$ cat src/hw/rtl/isbnvn_pkg.sv
// shared types, codes and small arithmetic helpers for the isbn validator
package isbnvn_pkg;

  localparam int unsigned CharW  = 8;
  localparam int unsigned ValueW = 44;
  localparam int unsigned CountW = 4;

  localparam logic [CharW-1:0] ChHyphen = 8'h2D;
  localparam logic [CharW-1:0] ChSpace  = 8'h20;
  localparam logic [CharW-1:0] ChZero   = 8'h30;
  localparam logic [CharW-1:0] ChNine   = 8'h39;
  localparam logic [CharW-1:0] ChUpperX = 8'h58;
  localparam logic [CharW-1:0] ChLowerX = 8'h78;

  localparam logic [CountW-1:0] MaxChars   = 4'd13;
  localparam logic [CountW-1:0] Isbn10Len  = 4'd10;
  localparam logic [CountW-1:0] Isbn13Len  = 4'd13;
  localparam logic [CountW-1:0] CheckPos10 = 4'd9;

  // weights of the 978 prefix: 9*1 + 7*3 + 8*1
  localparam logic [7:0]        PrefixCheckSum = 8'd38;
  localparam logic [ValueW-1:0] PrefixValue    = 44'd978;

  typedef enum logic [1:0] {
    ERR_NONE     = 2'd0,
    ERR_BAD_CHAR = 2'd1,
    ERR_TOO_MANY = 2'd2
  } early_err_e;

  typedef enum logic [2:0] {
    OUT_ISBN10_OK  = 3'd0,
    OUT_ISBN13_OK  = 3'd1,
    OUT_BAD_CHAR   = 3'd2,
    OUT_TOO_MANY   = 3'd3,
    OUT_BAD_LENGTH = 3'd4,
    OUT_MISPLACE_X = 3'd5,
    OUT_CHECKSUM   = 3'd6
  } outcome_e;

  typedef struct packed {
    logic [CountW-1:0] count;
    logic [3:0]        res_mod11;   // weighted isbn-10 sum, kept reduced mod 11
    logic [7:0]        sum_alt;     // 1/3 weighted isbn-13 sum
    logic [7:0]        sum_conv;    // 1/3 weighted sum of the converted number
    logic [ValueW-1:0] dec_acc;
    logic [ValueW-1:0] conv_acc;
    logic [1:0]        x_flags;     // bit0: x off the check place, bit1: x on it
    early_err_e        err;
  } state_t;

  typedef struct packed {
    logic              valid_res;
    logic [ValueW-1:0] value;
    outcome_e          outcome;
  } result_t;

  // x mod 11 for x < 111, via reciprocal 187/2048
  function automatic logic [3:0] mod11_7(input logic [6:0] x);
    logic [14:0] prod;
    logic [3:0]  q;
    logic [7:0]  rem;
    prod = 15'(x) * 15'd187;
    q    = prod[14:11];
    rem  = 8'(x) - 8'(q) * 8'd11;
    return rem[3:0];
  endfunction

  // x mod 10 for an 8-bit x, via reciprocal 205/2048
  function automatic logic [3:0] mod10_8(input logic [7:0] x);
    logic [15:0] prod;
    logic [4:0]  q;
    logic [8:0]  rem;
    prod = 16'(x) * 16'd205;
    q    = prod[15:11];
    rem  = 9'(x) - 9'(q) * 9'd10;
    return rem[3:0];
  endfunction

  function automatic logic [ValueW-1:0] times10_plus(input logic [ValueW-1:0] acc,
                                                      input logic [3:0] d);
    return {acc[ValueW-4:0], 3'b000} + {acc[ValueW-2:0], 1'b0} + ValueW'(d);
  endfunction

endpackage

$ cat src/hw/rtl/isbnvn_step.sv
// one character of state update plus the end-of-string verdict
module isbnvn_step (
  input  isbnvn_pkg::state_t               cur_i,
  input  logic [isbnvn_pkg::CharW-1:0]     char_code_i,
  output isbnvn_pkg::state_t               nxt_o,
  output isbnvn_pkg::result_t              res_o
);

  logic              is_sep, is_digit, is_x;
  logic [3:0]        v;
  logic [3:0]        i;
  logic [3:0]        w11;
  logic [7:0]        prod11;
  logic [6:0]        sum11;
  logic [7:0]        alt_term, conv_term;
  logic [3:0]        conv_mod, chk;

  assign i        = cur_i.count;
  assign is_sep   = (char_code_i == isbnvn_pkg::ChHyphen) || (char_code_i == isbnvn_pkg::ChSpace);
  assign is_digit = (char_code_i >= isbnvn_pkg::ChZero) && (char_code_i <= isbnvn_pkg::ChNine);
  assign is_x     = (char_code_i == isbnvn_pkg::ChUpperX) || (char_code_i == isbnvn_pkg::ChLowerX);
  assign v        = is_x ? 4'd10 : 4'(char_code_i - isbnvn_pkg::ChZero);

  assign w11       = 4'd10 - i;
  assign prod11    = 8'(v) * 8'(w11);
  assign sum11     = 7'(cur_i.res_mod11) + 7'(prod11);
  assign alt_term  = i[0] ? 8'(v) * 8'd3 : 8'(v);
  assign conv_term = i[0] ? 8'(v) : 8'(v) * 8'd3;

  always_comb begin
    nxt_o = cur_i;
    if (!is_sep && (cur_i.err == isbnvn_pkg::ERR_NONE)) begin
      if (i >= isbnvn_pkg::MaxChars) begin
        nxt_o.err = isbnvn_pkg::ERR_TOO_MANY;
      end else if (!is_digit && !is_x) begin
        nxt_o.err = isbnvn_pkg::ERR_BAD_CHAR;
      end else begin
        if (is_x) begin
          if (i == isbnvn_pkg::CheckPos10) begin
            nxt_o.x_flags[1] = 1'b1;
          end else begin
            nxt_o.x_flags[0] = 1'b1;
          end
        end
        if (i < isbnvn_pkg::Isbn10Len) begin
          nxt_o.res_mod11 = isbnvn_pkg::mod11_7(sum11);
        end
        if (!is_x) begin
          nxt_o.sum_alt = cur_i.sum_alt + alt_term;
          nxt_o.dec_acc = isbnvn_pkg::times10_plus(cur_i.dec_acc, v);
          if (i < isbnvn_pkg::CheckPos10) begin
            nxt_o.sum_conv = cur_i.sum_conv + conv_term;
            nxt_o.conv_acc = isbnvn_pkg::times10_plus(cur_i.conv_acc, v);
          end
        end
        nxt_o.count = i + 4'd1;
      end
    end
  end

  // isbn-13 check digit of the converted number
  assign conv_mod = isbnvn_pkg::mod10_8(nxt_o.sum_conv);
  assign chk      = (conv_mod == 4'd0) ? 4'd0 : 4'd10 - conv_mod;

  always_comb begin
    res_o.value = '0;
    priority if (nxt_o.err == isbnvn_pkg::ERR_BAD_CHAR) begin
      res_o.outcome = isbnvn_pkg::OUT_BAD_CHAR;
    end else if (nxt_o.err == isbnvn_pkg::ERR_TOO_MANY) begin
      res_o.outcome = isbnvn_pkg::OUT_TOO_MANY;
    end else if (nxt_o.count == isbnvn_pkg::Isbn10Len) begin
      if (nxt_o.x_flags[0]) begin
        res_o.outcome = isbnvn_pkg::OUT_MISPLACE_X;
      end else if (nxt_o.res_mod11 != 4'd0) begin
        res_o.outcome = isbnvn_pkg::OUT_CHECKSUM;
      end else begin
        res_o.outcome = isbnvn_pkg::OUT_ISBN10_OK;
        res_o.value   = isbnvn_pkg::times10_plus(nxt_o.conv_acc, chk);
      end
    end else if (nxt_o.count == isbnvn_pkg::Isbn13Len) begin
      if (nxt_o.x_flags != 2'b00) begin
        res_o.outcome = isbnvn_pkg::OUT_MISPLACE_X;
      end else if (isbnvn_pkg::mod10_8(nxt_o.sum_alt) != 4'd0) begin
        res_o.outcome = isbnvn_pkg::OUT_CHECKSUM;
      end else begin
        res_o.outcome = isbnvn_pkg::OUT_ISBN13_OK;
        res_o.value   = nxt_o.dec_acc;
      end
    end else begin
      res_o.outcome = isbnvn_pkg::OUT_BAD_LENGTH;
    end
    res_o.valid_res = (res_o.outcome == isbnvn_pkg::OUT_ISBN10_OK) ||
                      (res_o.outcome == isbnvn_pkg::OUT_ISBN13_OK);
  end

endmodule

$ cat src/hw/rtl/isbn_validate_normalize.sv
// Streaming ISBN-10/ISBN-13 validator and normalizer. One ASCII byte is
// taken per beat, one every clock cycle; hyphens and spaces are skipped. The
// beat marked is_last yields one result beat: it is captured in the input
// register, then the state update and verdict are registered into the output
// register, and the running state clears for the next string.
// Valid ISBN-10s come out converted to ISBN-13 with the 978 prefix. Throughput
// is one byte per cycle, set by the combinational state update; out_ready_i low
// stalls the input only when a last byte is waiting and the output register is
// full.
module isbn_validate_normalize (
  input  logic                                clk_i,
  input  logic                                rst_ni,
  input  logic                                in_valid_i,
  output logic                                in_ready_o,
  input  logic [isbnvn_pkg::CharW-1:0]        char_code_i,
  input  logic                                is_last_i,
  output logic                                out_valid_o,
  input  logic                                out_ready_i,
  output logic                                valid_res_o,
  output logic [isbnvn_pkg::ValueW-1:0]       isbn13_value_o,
  output logic [2:0]                          outcome_o
);

  localparam isbnvn_pkg::state_t StateReset = '{
    count:     '0,
    res_mod11: '0,
    sum_alt:   '0,
    sum_conv:  isbnvn_pkg::PrefixCheckSum,
    dec_acc:   '0,
    conv_acc:  isbnvn_pkg::PrefixValue,
    x_flags:   '0,
    err:       isbnvn_pkg::ERR_NONE
  };

  logic                         in_vld_q;
  logic [isbnvn_pkg::CharW-1:0] char_q;
  logic                         last_q;
  logic                         step_take;
  logic                         out_vld_q;
  isbnvn_pkg::state_t           state_q, state_nxt;
  isbnvn_pkg::result_t          res_d, res_q;

  // a non-last beat never needs the output register
  assign step_take  = in_vld_q && (!last_q || !out_vld_q || out_ready_i);
  assign in_ready_o = !in_vld_q || step_take;

  isbnvn_step u_step (
    .cur_i       (state_q),
    .char_code_i (char_q),
    .nxt_o       (state_nxt),
    .res_o       (res_d)
  );

  always_ff @(posedge clk_i or negedge rst_ni) begin
    if (!rst_ni) begin
      in_vld_q <= 1'b0;
    end else if (in_ready_o) begin
      in_vld_q <= in_valid_i;
    end
  end

  always_ff @(posedge clk_i) begin
    if (in_ready_o && in_valid_i) begin
      char_q <= char_code_i;
      last_q <= is_last_i;
    end
  end

  always_ff @(posedge clk_i or negedge rst_ni) begin
    if (!rst_ni) begin
      state_q <= StateReset;
    end else if (step_take) begin
      state_q <= last_q ? StateReset : state_nxt;
    end
  end

  always_ff @(posedge clk_i or negedge rst_ni) begin
    if (!rst_ni) begin
      out_vld_q <= 1'b0;
    end else if (step_take && last_q) begin
      out_vld_q <= 1'b1;
    end else if (out_ready_i) begin
      out_vld_q <= 1'b0;
    end
  end

  always_ff @(posedge clk_i) begin
    if (step_take && last_q) begin
      res_q <= res_d;
    end
  end

  assign out_valid_o    = out_vld_q;
  assign valid_res_o    = res_q.valid_res;
  assign isbn13_value_o = res_q.value;
  assign outcome_o      = res_q.outcome;

endmodule
$ cat config.mk
export PLATFORM = sky130hd
export DESIGN_NAME = isbn_validate_normalize
export DESIGN_NICKNAME = d
export VERILOG_FILES = /design/src/hw/rtl/isbnvn_pkg.sv /design/src/hw/rtl/isbnvn_step.sv /design/src/hw/rtl/isbn_validate_normalize.sv
export SDC_FILE = /design/constraint.sdc
export NUM_CORES = 1
export LEC_CHECK = 0
export BUFFER_PORTS_ARGS = -buffer_cell sky130_fd_sc_hd__buf_2
export CELL_PAD_IN_SITES_DETAIL_PLACEMENT = 1
export CELL_PAD_IN_SITES_GLOBAL_PLACEMENT = 1
export CORE_MARGIN = 5
export CORE_UTILIZATION = 50
export CTS_BUF_LIST = sky130_fd_sc_hd__clkbuf_8
export CTS_CLUSTER_SIZE = 28
export DETAILED_ROUTE_END_ITERATION = 16
export PLACE_DENSITY_LB_ADDON = 0.1
export SLEW_MARGIN = 20
export SYNTH_ARGS = -nofsm -noshare
export SYNTH_HDL_FRONTEND = slang
export SYNTH_SLANG_ARGS = --single-unit
$ cat constraint.sdc
create_clock -name clk_i -period 32.4 [get_ports clk_i]
set_clock_uncertainty 0.05 [all_clocks]
set_input_delay 1.62 -clock clk_i [delete_from_list [all_inputs] [get_ports clk_i]]
set_output_delay 1.62 -clock clk_i [all_outputs]
set_load 0.005 [all_outputs]
* Word level (Yosys, flattened, before mapping)
Cells that the tools add are included.
** Storage, ports and cells
- Register bits after elaboration :: 174
- Input port bits :: 13
- Output and inout bits :: 50
- Logic and storage cells :: 112
** Operators by class
- Add/sub/neg operators :: 16
- Multiply operators :: 8
- Order comparisons :: 5
- Equality and inequality tests :: 10
- Multiplexer cells :: 32
- Reduce and logical (&&, ||, !) cells :: 26
** Operators by type and width (count)
- two-way mux 44 bit :: 6
- two-way mux 116 bit :: 2
- two-way mux 114 bit :: 2
- adder 44 x 4 -> 44 bit :: 3
- adder 44 bit :: 3
- two-way mux 104 bit :: 1
- two-way mux 47 bit :: 1
- multiplier 8 x 8 -> 16 bit (second input constant) :: 2
- two-way mux 3 bit :: 7
- adder 8 bit :: 2
- == test 8 x 6 -> 1 bit (second input constant) :: 2
- == test 8 x 7 -> 1 bit (second input constant) :: 2
- multiplier 7 x 8 -> 15 bit (second input constant) :: 1
- == test 4 bit (second input constant) :: 3
- two-way mux 4 bit :: 3
- two-way mux 6 bit :: 2
- subtractor 4 bit :: 3
- multiplier 5 x 3 -> 3 bit (second input constant) :: 2
- >= comparator 8 x 6 -> 1 bit (second input constant) :: 1
- <= comparator 8 x 6 -> 1 bit (second input constant) :: 1
- less-than comparator 4 bit (second input constant) :: 2
- two-way mux 8 bit :: 1
- nonzero test 4 bit :: 2
- subtractor 4 bit (first input constant) :: 2
- 20 further kinds :: 41

* Longest topological paths before layout
Gate-level depths: netlist of the first run.
- Depth after elaboration :: 25
- Depth in mapped cells :: 55
- Mapped depth without buffers :: 55

* By module
Synthesis of the first run repeated with hierarchy kept, for this count alone.
** Second synthesis, totals
- Cell total of the unflattened synthesis :: 2672
- Area total of the unflattened synthesis :: 23148.5 µm²
** Modules (own cells, without submodules)
- isbnvn_step :: times used 1, cells an instance 1948, area each 14667.8 µm², sequential area each 0.0 µm²
- isbn_validate_normalize :: times used 1, cells an instance 724, area each 8480.6 µm², sequential area each 4675.7 µm²

* Worst setup path after synthesis of the first run
No wires, ideal clock.
- Kind :: register to register
- From :: register char_q[2] in the netlist's numbering
- To :: register res_q (netlist bit isbn13_value_o[43]), data pin
- Setup time :: 257 ps
- Arrival :: 10697 ps
- Data required time :: 32093 ps
- Path slack :: 21396 ps
- Cell stages (with the launch flop) :: 54
- Buffers on the path :: 0
- Clock period less this slack :: 11004 ps
- Cell sequence :: edfxtp_1 > inv_1 > ha_1 > nand4_1 > nand2b_1 > ha_1 > ha_1 > a21oi_1 > xnor2_1 > nand2_1 > nand2_1 > ha_1 > a21oi_1 > nand2_1 > a21oi_1 > nor2b_1 > o21ai_0 > xnor2_1 > (+18 left out) > xnor2_1 > xnor2_1 > xnor2_1 > mux2i_1 > fa_1 > inv_1 > ha_1 > a211oi_1 > o21bai_1 > o2111ai_1 > nand4_1 > a211o_1 > a31o_2 > a211oi_1 > o31ai_1 > a21oi_1 > xnor3_1 > a32o_1
** On the way
- Word-level cells in the longest chain between the ends :: 20
- Elaborated cells between the ends (all ways) :: 63
- Classes of those cells :: 12 x add/sub; 8 x mul; 2 x order compare; 8 x eq/ne; 20 x mux; 13 x reduce/logical
** RTL lines
- start: declaration :: line isbn_validate_normalize.sv:36 : logic [isbnvn_pkg::CharW-1:0] char_q;
- start signal: assignment :: line isbn_validate_normalize.sv:64 : char_q <= char_code_i;
- parallel branches: the longest is 10 deep, another holds adder 8 bit
- two-way mux 116 bit (*) :: line isbnvn_step.sv:32 : if (!is_sep && (cur_i.err == isbnvn_pkg::ERR_NONE)) begin
- multiplier 8 x 8 -> 16 bit :: line isbnvn_pkg.sv:73 : prod = 16'(x) * 16'd205;
- multiplier 5 x 3 -> 3 bit :: line isbnvn_pkg.sv:75 : rem = 9'(x) - 9'(q) * 9'd10;
- subtractor 4 bit :: line isbnvn_pkg.sv:75
- subtractor 4 bit or zero test 4 bit (tied branches) :: line isbnvn_step.sv:63 : assign chk = (conv_mod == 4'd0) ? 4'd0 : 4'd10 - conv_mod;
- two-way mux 4 bit :: line isbnvn_step.sv:63
- adder 44 x 4 -> 44 bit :: line isbnvn_pkg.sv:81 : return {acc[ValueW-4:0], 3'b000} + {acc[ValueW-2:0], 1'b0} + ValueW'(d);
- two-way mux 44 bit :: line isbnvn_step.sv:74 : end else if (nxt_o.res_mod11 != 4'd0) begin
- two-way mux 44 bit :: line isbnvn_step.sv:72 : if (nxt_o.x_flags[0]) begin
- two-way mux 47 bit :: line isbnvn_step.sv:71 : end else if (nxt_o.count == isbnvn_pkg::Isbn10Len) begin
- end signal: assignment :: line isbn_validate_normalize.sv:89 : res_q <= res_d;
- end: declaration :: line isbn_validate_normalize.sv:41 : isbnvn_pkg::result_t res_d, res_q;
Mark *: on every way between the ends. The select of a mux whose other input is x is not followed.
A chain may end at the register's enable or synchronous reset.

* Worst setup path in the final report of the first run
Same ends and word-level chain as after synthesis.

==> out/qor.txt, run 1 <==
GRT Overall Usage = 0.264
DRC violation total after the first TritonRoute iteration = 1129
Number of synthesized flops with an enable pin = 57
Run status = completed
Post-layout util = 0.532
Via density per instance = 6.06
Total length of routed wires = 58900 um
Number of I/O port buffers = 62
Total via count after detailed routing = 17300
Netlist area before placement = 0.0204 mm^2
Total gr overflow = 0
Final setup slack of the worst path = 19.78 ns
Type of element launching the critical path = register
Crit-path slowest cell = fa_1
DP HPWL = 46900 um
Number of hold buffers added after CTS = 0
Post-synthesis net count = 2756
Inserted Diodes = 0
Final setup violation count = 0
Initial cell density of the core = 0.503
Setup crit end kind = register
Max Slew Vio Count = 0
Syn avg cell area = 8.90 um^2
# clock sinks = 174
Maximum buffer depth of the clock tree = 2
Worst hold-check slack = 0.463 ns
Post-CTS setup buffer count = 0
Place WS = 19.82 ns
Min-Delay Path Class = reg -> reg
Slowest stage delay, CP = 0.54 ns
Antenna viol nets, final = 0
Root buffer selected by CTS = clkbuf_8
Achievable clock frequency = 0.0792 GHz
DR DRC count = 0
Die Y-Extent = 212 um
Sequential area share after synthesis = 0.228
Die area = 0.0450 mm^2
Cell variety after synth = 81
Pre-antenna DRT Iters = 5
Antenna violations before repair = 1
Transition time at the pin with the least slew margin = 0.987 ns
Quantity of gates resized following cts = 0
Ys async rst share = 0.672
Max-cap check violation count = 0
Leakage Power = 11.0 nW
Clock tree from TritonCTS = done
Register clock-pin slew on the reported worst setup and hold paths = 0.10 ns
Number of warnings printed during yosys synthesis = 0
Number of buffers created by CTS = 17
Total number of placement rows = 74
Global-route wire length before repair = 96600 um
WL per Instance = 20.6 um
Count of placed standard cells in the final layout, fillers left out = 2861
Setup TNS Final = 0 ns
Maximum level of the CTS H-tree = 4
Maximum number of pins on one net before global-route repair = 80
Final critical delay including setup and external delays = 12.62 ns
Number of top-level pins = 63
Number of hold violations in the final report = 0
Part of the cycle the worst path needs = 0.390
Power density over cell area = 80.5 mW/mm^2
Number of nets in the layout = 2777
Clock latency of the later-clocked register in the worst-skew pair = 0.52 ns
Core region area = 0.0406 mm^2
Dominant register cell in the synthesized netlist = dfrtp_1
Arrival time of the worst setup path = 12.85 ns
Number of synthesized register bits = 174
VDD IR max = 0.000377 V
Top cell by count, worst path = ha_1
# placed instances = 2829
Instance count of the mapped netlist = 2295
Setup repair after global routing missed its margin = no
Highest fanout seen on the critical path = 9
Global placer's final weighted congestion = 0.880
Required time of the worst setup path = 32.63 ns
Class of the most critical setup path = reg -> reg
Via count of the first global-routing pass = 18000
Area Growth Syn to Fin = 5.92%
Max-Slew Margin vs Limit = 0.342
Horiz. Die Dim = 212 um
Fraction of layout cells with a size suffix above 1 = 0.0605
layout by cell type (no fill, tap or decap), drive strengths merged, types with 6 or more instances in the layout:
cell	count
fa	57
xor2	54
o21bai	24
dfstp	9
a21boi	6
or3	10
edfxtp	57
buf	73
nor2b	29
o2111ai	6
a21o	71
and2	34
o2bb2ai	8
o21a	23
clkinv	7
mux2	6
ha	391
dfrtp	108
xnor2	104
nor2	103
nand2b	22
o31ai	14
o211ai	7
nand3	31
nor4	10
a22oi	11
o21ai	161
nor3	28
a21oi	161
a211oi	20
nand4	16
mux2i	24
and3	16
inv	191
a31oi	18
clkbuf	17
nand2	223
a22o	57
o22a	7
o22ai	29
synth_stat cells (5+ instances only):
cell	number	share of area
nand3_1	31	0.0076
o2111ai_1	6	0.0026
o31ai_1	14	0.0051
nor3_1	27	0.0066
o22ai_1	29	0.0089
o22a_1	7	0.0030
nor2_1	103	0.019
o2bb2ai_1	8	0.0034
dfrtp_1	108	0.13
o21a_1	23	0.0085
inv_1	185	0.034
edfxtp_1	57	0.084
or3_1	10	0.0031
dfstp_2	9	0.012
nor4_1	10	0.0031
a41oi_1	5	0.0021
fa_1	57	0.056
nand4_1	16	0.0049
mux2i_1	24	0.012
xor2_1	54	0.023
mux2_2	5	0.0028
xnor2_1	104	0.045
o211ai_1	7	0.0026
a21o_1	71	0.026
o21bai_1	24	0.0088
nor3b_1	5	0.0018
and3_1	16	0.0049
nor2b_1	29	0.0089
ha_1	391	0.24
o31a_1	5	0.0021
nand2b_1	22	0.0067
a22oi_1	11	0.0040
a211oi_1	19	0.0070
a21boi_0	6	0.0022
and2_1	33	0.010
nand2_1	223	0.041
o21ai_0	160	0.039
clkbuf_1	64	0.012
a21oi_1	160	0.039
a41o_1	5	0.0025
a31oi_1	18	0.0055
a22o_1	57	0.024
sequential cells by signal (all words and copies together) (netlist names):
name	flops
last_q	1
state_q	115
char_q	8
isbn13_value_o	44
outcome_o	3
in_vld_q	1
out_valid_o	1
valid_res_o	1
power breakdown:
part	internal (mW)	total, mW	switching (mW)	leakage [nW]
Combinational	0.618	1.34	0.718	8.69
Clock	0.0698	0.163	0.0930	0.206
Sequential	0.236	0.243	0.00751	2.15
area by class of cell:
cell class	instances	area, um^2
Timing Repair Buffer	73	395
Multi-Input combinational cell	1864	14800
Inverter	186	699
Clock inverter	15	161
Fill cell	4792	19000
Tap cell	532	666
Sequential cell	174	4650
Clock buffer	17	234
metal layers:
layer / up-vias / track usage / wire length, um
met1: 8607 / 0.385 / 28800
met2: 314 / 0.429 / 27200
met5: - / 0 / 7
li1: 8355 / - / -
met4: 2 / 0.0531 / 816
met3: 54 / 0.0285 / 2060
stage by stage:
step                      power, mW  area [um^2]
final                          1.74        21600
after global placement         1.47        21200
after CTS                      1.75        21600
after detailed placement       1.57        21200
after global routing           1.94        21600
after floorplan                1.25        20400
path summary, 6_finish.rpt:
path | cells after the start | from | end | slack (ns)
setup / recovery | 53 | char_q[2]$_DFFE_PP_ | isbn13_value_o[43]$_SDFFCE_PP0P_ | 19.78
hold / removal | 2 | state_q[46]$_DFFE_PN0P_ | state_q[46]$_DFFE_PN0P_ | 0.46
setup reg to reg | 53 | char_q[2]$_DFFE_PP_ | isbn13_value_o[43]$_SDFFCE_PP0P_ | 19.78
hold reg to reg | 2 | state_q[46]$_DFFE_PN0P_ | state_q[46]$_DFFE_PN0P_ | 0.46
max in group asynchronous | 2 | rst_ni | state_q[85]$_DFFE_PN0P_ | 29.81
min in group asynchronous | 1 | rst_ni | state_q[99]$_DFFE_PN0P_ | 1.12
critical path: cells and delay by family (launching register included):
family,cells,cell delay (ns)
xor gates and xnor gates,9,1.88
DFF,1,0.49
and+or+nand+nor,9,1.35
buffers and inverters,6,0.43
muxes,1,0.29
AOI/OAI and AO/OA,15,3.31
adders and majority gates,13,4.61
logic make-up (layout without fill, tap and decap cells):
| group | Yosys count | in the layout | synth area share |
|---|---|---|---|
| adder cells (fa/ha/maj) | 448 | 448 | 0.295 |
| AND/OR/NAND/NOR | 546 | 546 | 0.126 |
| AO/OA/AOI/OAI | 680 | 680 | 0.218 |
| multiplexers | 30 | 30 | 0.0153 |
| XOR/XNOR | 160 | 160 | 0.0700 |
| buffers and inverters | 257 | 291 | 0.0475 |
| flip-flops | 174 | 174 | 0.228 |
Note: power is estimated with default switching activity, not from simulation.
==> inputs of run 2 (changes only) <==
Settings changed: CORE_UTILIZATION 50 to 46.
Clock period 32.4 ns to 11.4 ns, I/O delays scaled along.
==> out/qor.txt, run 2 (synthesized netlist as in run 1, its figures left out) <==
Share of total power in sequential cells = 0.124 (-0.016)
Highest fanout seen on the critical path = 4 (-5)
Via density per instance = 5.94 (-1.9%)
Total number of placement rows = 77 (+4.1%)
Area Growth Syn to Fin = 9.26%
Max-cap check violation count = 0 (unchanged)
Worst reg-to-reg setup slack = 0.18 ns (-19.60 ns)
Number of hold violations in the final report = 0 (unchanged)
Largest register FFs = 115 (unchanged)
Maximum number of pins on one net before global-route repair = 77 (-3.8%)
# placed instances = 2924 (+3.4%)
Initial cell density of the core = 0.464 (-0.0386)
DR DRC count = 0 (unchanged)
Antenna viol nets, final = 0 (unchanged)
Required time of the worst setup path = 11.67 ns (-20.96 ns)
Largest reg by FF count = state_q
Number of top-level pins = 63 (unchanged)
# clock sinks = 174 (unchanged)
Type of element launching the critical path = register
Final critical delay including setup and external delays = 11.22 ns (-1.40 ns)
Core region area = 0.0440 mm^2 (+8.3%)
Antenna violations before repair = 1 (unchanged)
DP HPWL = 48600 um (+3.7%)
Most frequent cells in the layout = ha_1, nand2_1, inv_1
Horiz. Die Dim = 221 um (+4.1%)
Number of buffers created by CTS = 17 (unchanged)
GRT Overall Usage = 0.256 (-0.00791)
Total length of routed wires = 62300 um (+5.8%)
Arrival time of the worst setup path = 11.49 ns (-1.36 ns)
Clock tree from TritonCTS = done
Number of I/O port buffers = 62 (unchanged)
Register clock-pin slew on the reported worst setup and hold paths = 0.12 ns (+0.02 ns)
Max-Slew Margin vs Limit = 0.306 (-0.0355)
Slowest stage delay, CP = 0.56 ns (+0.02 ns)
Achievable clock frequency = 0.0891 GHz (+12%)
Most common cell after layout, fill and taps aside = ha_1
Leakage Power = 11.3 nW (+2.2%)
Power density over cell area = 250 mW/mm^2 (+210%)
Proportion of power drawn by the clock network = 0.083 (-0.010)
Post-Layout Inst Area = 0.0223 mm^2 (+3.1%)
Root buffer selected by CTS = clkbuf_8
Fraction of power consumed by combinational cells = 0.793 (+0.026)
DRC violation total after the first TritonRoute iteration = 931 (-18%)
Crit-path slowest cell = fa_1
Pre-antenna DRT Iters = 5 (unchanged)
Die area = 0.0487 mm^2 (+8.3%)
Die Y-Extent = 221 um (+4.1%)
Maximum level of the CTS H-tree = 4 (unchanged)
Total gr overflow = 0 (unchanged)
Clock latency of the later-clocked register in the worst-skew pair = 0.55 ns (+0.03 ns)
Transition time at the pin with the least slew margin = 1.04 ns (+0.0532 ns)
Setup crit end kind = register
Max Slew Vio Count = 0 (unchanged)
Run status = completed
Final setup violation count = 0 (unchanged)
Class of the most critical setup path = reg -> reg
Fraction of layout cells with a size suffix above 1 = 0.0959 (+0.0353)
Top cell by count, worst path = xnor2_1
Part of the cycle the worst path needs = 0.985 (+0.595)
Via count of the first global-routing pass = 18600 (+3.7%)
Cell internal pwr = 2.92 mW (+220%)
Switching power as a share of total power = 0.478 (+0.00875)
Min-Delay Path Class = in -> async
Placed Instance Area = 0.0216 mm^2 (+1.6%)
WL per Instance = 21.0 um (+1.9%)
Global placer's final weighted congestion = 0.886 (+0.69%)
Total via count after detailed routing = 17700 (+1.9%)
Net switching power of the design = 2.67 mW (+230%)
Layout filler cell count = 5221 (+9.0%)
Count of placed standard cells in the final layout, fillers left out = 2971 (+3.8%)
Number of nets in the layout = 2826 (+1.8%)
Maximum buffer depth of the clock tree = 2 (unchanged)
Global-route wire length before repair = 100000 um (+3.7%)
VDD IR max = 0.00216 V (+470%)
==> run 2: changes by cell type in the layout (fill, tap and decap cells not counted), sizes merged <==
cell,previous run,this run
buf,73,122
diode,0,1
inv,191,195
bufinv,2,0
clkinv,7,5
==> run 2: power groups by stage <==
stage / registers, mW / clock network [mW] / logic (mW)
2_1_floorplan: 0.696 / 0 / 2.86
3_3_place_gp: 0.701 / 0 / 3.58
3_5_place_dp: 0.702 / 0 / 3.79
4_1_cts: 0.688 / 0.476 / 3.53
5_1_grt: 0.695 / 0.499 / 5.08
6_report: 0.692 / 0.466 / 4.43
==> run 2: cell type report <==
class | instances | area [um^2] | share of cell area
antenna | 1 | 2.50 | 0.000112
inverter | 186 | 699 | 0.0313
timing repair buffer | 122 | 767 | 0.0344
tap | 592 | 741 | 0.0332
multi-input combinational | 1864 | 15100 | 0.675
clock inverter | 15 | 165 | 0.00740
sequential | 174 | 4650 | 0.208
clock buffer | 17 | 234 | 0.0105
==> run 2: worst max-delay path, delay by kind of cell (launching register included) <==
| kind | cells | cell delay (ns) |
|---|---|---|
| AND/OR/NAND/NOR | 9 | 1.17 |
| flip-flops | 1 | 0.49 |
| AO/OA/AOI/OAI | 14 | 2.68 |
| buffers and inverters | 7 | 0.65 |
| adder cells (fa/ha/maj) | 11 | 3.96 |
| multiplexers | 1 | 0.22 |
| XOR/XNOR | 9 | 1.74 |
==> run 2: path summary, 6_finish.rpt <==
kind,end,depth (start not counted),start
hold reg to reg,state_q[46]$_DFFE_PN0P_,2,state_q[46]$_DFFE_PN0P_
setup reg to reg,isbn13_value_o[43]$_SDFFCE_PP0P_,51,char_q[0]$_DFFE_PP_
hold / removal,in_vld_q$_DFFE_PN0N_,1,rst_ni
min in group clk_i,char_q[0]$_DFFE_PP_,1,char_code_i[0]
setup / recovery,isbn13_value_o[43]$_SDFFCE_PP0P_,51,char_q[0]$_DFFE_PP_
max in group asynchronous,state_q[56]$_DFFE_PN0P_,2,rst_ni
==> run 2: what timing repair did <==
item / in CTS / in global routing
resized for setup: 10 / 42
pin swaps: 12 / 28
hold buffers: 0 / 0
setup endpoints to repair: 5 / 46
setup buffers: 4 / 10
==> run 2: stage by stage <==
step	utilization	power (mW)	TNS [ns]	hold WS (ns)	setup WS, ns
2_1_floorplan	-	3.56	0	0.224	0.396
3_3_place_gp	0.490	4.28	0	0.415	0.0481
3_5_place_dp	0.490	4.50	-0.572	0.428	-0.510
4_1_cts	0.501	4.69	0	0.0631	0.0425
5_1_grt	0.507	6.28	-2.75	0.100	-0.312
6_report	0.507	5.59	0	0.0636	0.175
==> run 2: per-layer routing <==
| layer | up-vias | share of wire | GRT usage |
|---|---|---|---|
| met5 | - | 0 | 0 |
| met4 | 0 | 0.014 | 0.0527 |
| met3 | 54 | 0.030 | 0.0254 |
| met2 | 275 | 0.47 | 0.428 |
| met1 | 8871 | 0.48 | 0.363 |
| li1 | 8460 | - | - |
